File: config.mk
export PLATFORM = sky130hd
export DESIGN_NAME = crv_stage
export DESIGN_NICKNAME = d
export VERILOG_FILES = /design/src/hdl/crv_pkg.sv /design/src/hdl/crv_stage.sv
export SDC_FILE = /design/constraint.sdc
export NUM_CORES = 1
export LEC_CHECK = 0
export ABC_CLOCK_PERIOD_IN_PS = 800
export BUFFER_PORTS_ARGS = -buffer_cell sky130_fd_sc_hd__buf_2
export CAP_MARGIN = 20
export CELL_PAD_IN_SITES_DETAIL_PLACEMENT = 0
export CELL_PAD_IN_SITES_GLOBAL_PLACEMENT = 1
export CORE_MARGIN = 1.5
export CORE_UTILIZATION = 37
export DETAILED_ROUTE_END_ITERATION = 7
export PLACE_DENSITY = 0.88
export SYNTH_ARGS = -nofsm -noshare
export SYNTH_HDL_FRONTEND = slang
export SYNTH_SLANG_ARGS = --single-unit
File: constraint.sdc
create_clock -name clk_i -period 0.8 [get_ports clk_i]
set_clock_uncertainty 0.15 [all_clocks]
set_input_delay 0.04 -clock clk_i [delete_from_list [all_inputs] [get_ports clk_i]]
set_output_delay 0.04 -clock clk_i [all_outputs]
set_load 0.02 [all_outputs]
File: src/hdl/crv_pkg.sv
// ----------------------------------------------------------------------------
// crv_pkg
// Transaction types and arctangent table for the CORDIC rotate/vector core.
// ----------------------------------------------------------------------------
package crv_pkg;

  localparam int unsigned FIELD_W      = 32;
  localparam int unsigned ATAN_ENTRIES = 29;

  // func codes
  localparam logic FUNC_ROTATE = 1'b0;
  localparam logic FUNC_VECTOR = 1'b1;

  // atan(2^-i) in degrees, scaled by 2^22
  localparam logic [FIELD_W-1:0] ATAN_Q22 [ATAN_ENTRIES] = '{
    32'd188743680, 32'd111421900, 32'd58872272, 32'd29884485, 32'd15000234,
    32'd7507429,   32'd3754631,   32'd1877430,  32'd938729,   32'd469366,
    32'd234683,    32'd117342,    32'd58671,    32'd29335,    32'd14668,
    32'd7334,      32'd3667,      32'd1833,     32'd917,      32'd458,
    32'd229,       32'd115,       32'd57,       32'd29,       32'd14,
    32'd7,         32'd4,         32'd2,        32'd1
  };

  typedef struct packed {
    logic               func;
    logic [FIELD_W-1:0] x_in;
    logic [FIELD_W-1:0] y_in;
    logic [FIELD_W-1:0] z_in;
  } req_t;

  typedef struct packed {
    logic [FIELD_W-1:0] x_out;
    logic [FIELD_W-1:0] y_out;
    logic [FIELD_W-1:0] z_out;
  } res_t;

  // Control travelling alongside the datapath of each stage
  typedef struct packed {
    logic valid;
    logic func;
  } ctrl_t;

endpackage

File: src/hdl/crv_stage.sv
// ----------------------------------------------------------------------------
// crv_stage
// One registered CORDIC micro-rotation: shift-add on x and y, angle step on z.
// ----------------------------------------------------------------------------
module crv_stage #(
  parameter int unsigned     DW    = 32,
  parameter int unsigned     SHIFT = 0,
  parameter logic [DW-1:0]   ANGLE = '0
) (
  input  logic           clk_i,
  input  logic           rst_ni,
  input  crv_pkg::ctrl_t ctrl_i,
  input  logic [DW-1:0]  x_i,
  input  logic [DW-1:0]  y_i,
  input  logic [DW-1:0]  z_i,
  output crv_pkg::ctrl_t ctrl_o,
  output logic [DW-1:0]  x_o,
  output logic [DW-1:0]  y_o,
  output logic [DW-1:0]  z_o
);

  crv_pkg::ctrl_t ctrl_q;
  logic [DW-1:0]  x_d, y_d, z_d;
  logic [DW-1:0]  x_q, y_q, z_q;
  logic [DW-1:0]  xs, ys;
  logic           pos_dir;

  // a shift at or beyond the width leaves only sign bits
  assign xs = $signed(x_i) >>> SHIFT;
  assign ys = $signed(y_i) >>> SHIFT;

  assign pos_dir = (ctrl_i.func == crv_pkg::FUNC_VECTOR) ? !y_i[DW-1] : z_i[DW-1];

  always_comb begin
    if (pos_dir) begin
      x_d = x_i + ys;
      y_d = y_i - xs;
      z_d = z_i + ANGLE;
    end else begin
      x_d = x_i - ys;
      y_d = y_i + xs;
      z_d = z_i - ANGLE;
    end
  end

  always_ff @(posedge clk_i or negedge rst_ni) begin
    if (!rst_ni) begin
      ctrl_q <= '0;
    end else begin
      ctrl_q <= ctrl_i;
    end
  end

  // hold payload when the slot is empty
  always_ff @(posedge clk_i) begin
    if (ctrl_i.valid) begin
      x_q <= x_d;
      y_q <= y_d;
      z_q <= z_d;
    end
  end

  assign ctrl_o = ctrl_q;
  assign x_o    = x_q;
  assign y_o    = y_q;
  assign z_o    = z_q;

endmodule

==> Word level (Yosys, flattened, before mapping) <==
Cells that the tools add are included.
{ "classes": {"add_sub_neg": 3, "mux": 3, "eq_ne": 0, "mul": 0, "shift": 0, "bitwise_logic": 0, "reduce_logical": 1, "magnitude_cmp": 0, "n_div": 0} }
{ "op_table": {"columns": ["operator", "n"], "rows": [
  ["32-bit 2-to-1 mux", 2],
  ["32-bit subtractor", 2],
  ["32-bit adder", 1],
  ["1-bit logical NOT", 1],
  ["1-bit 2-to-1 mux", 1]
]} }
{ "word_totals": {"latch_bits": 0, "rom_bits": 0, "regBits": 98, "out_inout_bits": 98, "inputBits": 100, "wordCells": 12, "ram_bits": 0, "mem_count": 0} }

==> Depth between registers and ports, before layout <==
{ "logic_depth": {"depth_word": 3, "mapped_depth": 12, "ltp_nobuf": 11} }

==> Worst setup path after synthesis <==
No wires, ideal clock.
{ "synth_timing": {"kind": "input -> register", "startpoint": "in x_i[0]", "endpoint": "reg x_q[28], in the netlist x_o[28] (data pin)", "required_time_ns": 0.383, "path_stages": 11, "setup_time_ns": 0.267, "path_buffers": 0, "arrival_ns": 2.396, "slack_ns": -2.013, "cell_sequence": "ha_1 > fa_1 > nor2b_1 > o211a_1 > o21a_1 > a211o_1 > a31oi_4 > o21a_4 > o41ai_1 > a211o_1 > xnor2_1"} }
{ "synth_via": {"elab_chain_cells": 2, "elab_cells_between_ends": 3, "classes_between": "add/sub (2); mux (1)"} }
{ "synth_lines": {"columns": ["item", "line", "rtl"], "rows": [
  ["start: declaration", "crv_stage.sv:13", "input logic [DW-1:0] x_i,"],
  ["32-bit subtractor or 32-bit adder (tied branches)", "crv_stage.sv:40, crv_stage.sv:36", null],
  ["32-bit 2-to-1 mux *", "crv_stage.sv:35", "if (pos_dir) begin"],
  ["via x_d[28]", "crv_stage.sv:23", "logic [DW-1:0] x_d, y_d, z_d;"],
  ["end signal: assignment", "crv_stage.sv:57", "x_q <= x_d;"],
  ["end: declaration", "crv_stage.sv:24", "logic [DW-1:0] x_q, y_q, z_q;"]
]} }
Mark *: on every way through the listed nets, which the timed path passes. The rest lies on a longest branch.
A chain may end at the register's enable or synchronous reset.

==> Final worst setup path <==
Ends and elaborated chain as after synthesis.

==> run summary <==
Die Ht: 155 um
input/output buffers: 197
Final setup viols: 161
worst setup path class: input port to flop
via count: 9812
first-pass GRT wire length: 49100 um
syn avg cell area: 8.75 um^2
Post-Synthesis Cells: 973
post-route setup TNS: -106.63 ns
worst slew margin relative to its limit: 67.8%
placed insts: 1746
largest net degree at the start of global routing: 34
number of detailed-route iterations in the first pass: 5
DIE WIDTH: 155 um
post-layout util: 66.3%
hold_ws: -0.229 ns
clk root buf: clkbuf_16
Clock Tree Buf Depth: 2
syn nets: 1177
Mapped Area: 8520 um^2
CTS Buf Count: 9
Max Cap Viol: 0
post-synth top area share: 33.5%
Tightest Pin Transition: 0.480 ns
setup slack at placement: -2.12 ns
crit path max fanout: 3
Final period util: 306%
hold buffers post-CTS: 35
Pwr Density: 1540 nW/um^2
RSZ-0062 raised after global routing: yes
die area: 23900 um^2
worst path required time: 0.77 ns
Finished Layout Cells: 1826
Tmin final: 2.45 ns
fraction of layout cells with a size suffix above 1: 50.1%
vias per cell: 5.37
Post-synth EDFFs: 95
most common cell in the netlist: a21oi_1
HP Class: input port to async pin
I/O Pins: 198
leakage: 6.78 nW
Initial Utilization: 37.6%
layout net count: 1737
Synth cell types: 65
startpoint types: input port
CP arrival: 2.42 ns
Max Clk Rate: 0.408 GHz
drc violations: 0
total gr overflow: 0
number of global-route vias before repair: 9628
Detailed Place HPWL: 24400 um
gp weighted congestion: 0.978
area grow syn2layout: 76.2%
post-route ant nets: 0
status: finished with violations
# rows: 55
global-route usage over all layers: 26.1%
failing checks: hold timing, setup timing
CP endpoint kind: flop
Yosys warning count: 0
FF+latch count, synth: 97
Routed WL: 33300 um
Async S/R FF share, synth: 2.06%
initial antenna violation count: 3
CTS tree: done
post-DR wirelength/cell: 18.2 um
clk sinks: 97
cell taking the most area after synthesis: edfxtp_1
H-tree levels: 3
Slew Viols, Final: 0
sequential-to-total area share from yosys stat: 34.1%
core area: 22600 um^2
main flop type after synthesis: edfxtp_1
synth cell count leaders: a21oi_1 (118), nor2_1 (103), ha_1 (102)
Final Hold Violating Endpoints: 7
setup ws final: -1.65 ns
Area contributors post-synth: edfxtp_1 (33%), ha_1 (15%), a21oi_1 (6.9%)
DRT iter0 DRCs: 869
maximum vdd drop: 1.14 mV
Reg clk slew, reported paths: 0.08 ns
area by class of cell:
cell class | count | area, um^2
clock inverter | 6 | 66.3
clock buffer | 10 | 229
tap | 285 | 357
multi-input combinational | 735 | 6250
sequential | 97 | 2900
antenna | 3 | 7.51
inverter | 95 | 383
timing repair buffer | 595 | 4810
fill | 1670 | 7630
flip-flops by register name, summed over array words and instances, names as in the netlist:
register	cells
z_o	32
x_o	31
ctrl_o	2
y_o	32
timing repair:
action,CTS,global route
endpoints found under the hold margin,40,7
buffers inserted,17,17
setup endpoints to repair,160,162
resized for setup,153,197
pin swaps,86,79
routing by layer:
metal  wire, um  up-vias  track usage (%)
met1      13100     4590             31.8
met4       1490        0             12.6
li1           -     4600                -
met3       2890      104             5.55
met2      15800      518             43.9
met5          0        -                0
where the power goes:
group | leakage (nW) | switching (mW) | total (mW) | internal [mW]
Combinational | 5.69 | 5.89 | 11.6 | 5.67
Clock | 0.137 | 2.10 | 4.54 | 2.44
Sequential | 0.953 | 0.383 | 6.95 | 6.57
critical path, stage by stage:
cell     delay, ns
buf_12        0.11
ha_4          0.15
fa_2          0.34
nor2b_4       0.14
o211a_4       0.26
o21a_1        0.21
a211o_1       0.32
a31oi_4       0.18
o21a_4        0.18
o41ai_2       0.07
a211o_1       0.27
xnor2_1       0.13
kinds of logic after synthesis:
logic type | count (synthesis) | share of synthesized area [%]
AOI/OAI and AO/OA | 319 | 23.8
and+or+nand+nor | 245 | 13.3
buffers and inverters | 141 | 6.39
adders and majority gates | 104 | 15.5
DFF | 97 | 34.1
xor gates and xnor gates | 61 | 6.27
muxes | 6 | 0.705
metrics by stage:
stage,cell area [um^2],total power [mW]
CTS,14200,21.8
finish,15000,23.0
floorplan,9160,12.0
detailed placement,12800,16.3
global placement,12800,16.1
global route,15000,24.0
cell usage in the layout (no fill, tap or decap), types with 7 or more instances in the layout:
cell | Yosys | layout
buf_4 | 1 | 330
buf_2 | 9 | 113
buf_6 | 0 | 106
edfxtp_1 | 95 | 95
nor2_1 | 103 | 88
ha_1 | 102 | 82
inv_1 | 94 | 80
a21oi_1 | 118 | 73
xnor2_1 | 51 | 47
nand2_1 | 47 | 43
dlygate4sd3_1 | 0 | 34
a21oi_2 | 0 | 33
o21ai_1 | 4 | 23
o21ai_0 | 62 | 22
o21bai_1 | 24 | 22
ha_4 | 0 | 18
a21o_1 | 18 | 17
o21ai_2 | 0 | 16
nor3_1 | 20 | 15
nand4_1 | 15 | 15
a21oi_4 | 0 | 12
nand3_1 | 12 | 12
nor2b_1 | 16 | 11
buf_12 | 0 | 11
inv_2 | 0 | 10
xor2_1 | 10 | 10
nor2_4 | 0 | 9
clkbuf_16 | 0 | 9
a31oi_1 | 9 | 7
path summary, 6_finish.rpt:
path	from	end	depth (start not counted)	slack, ns
setup / recovery	x_i[0]	x_o[28]$_DFFE_PP_	12	-1.65
hold / removal	rst_ni	ctrl_o[0]$_DFF_PN0_	1	-0.23
max in group asynchronous	rst_ni	ctrl_o[1]$_DFF_PN0_	1	0.59
min in group clk_i	y_i[0]	y_o[0]$_DFFE_PP_	3	-0.04
(Power assumes the default switching activity.)
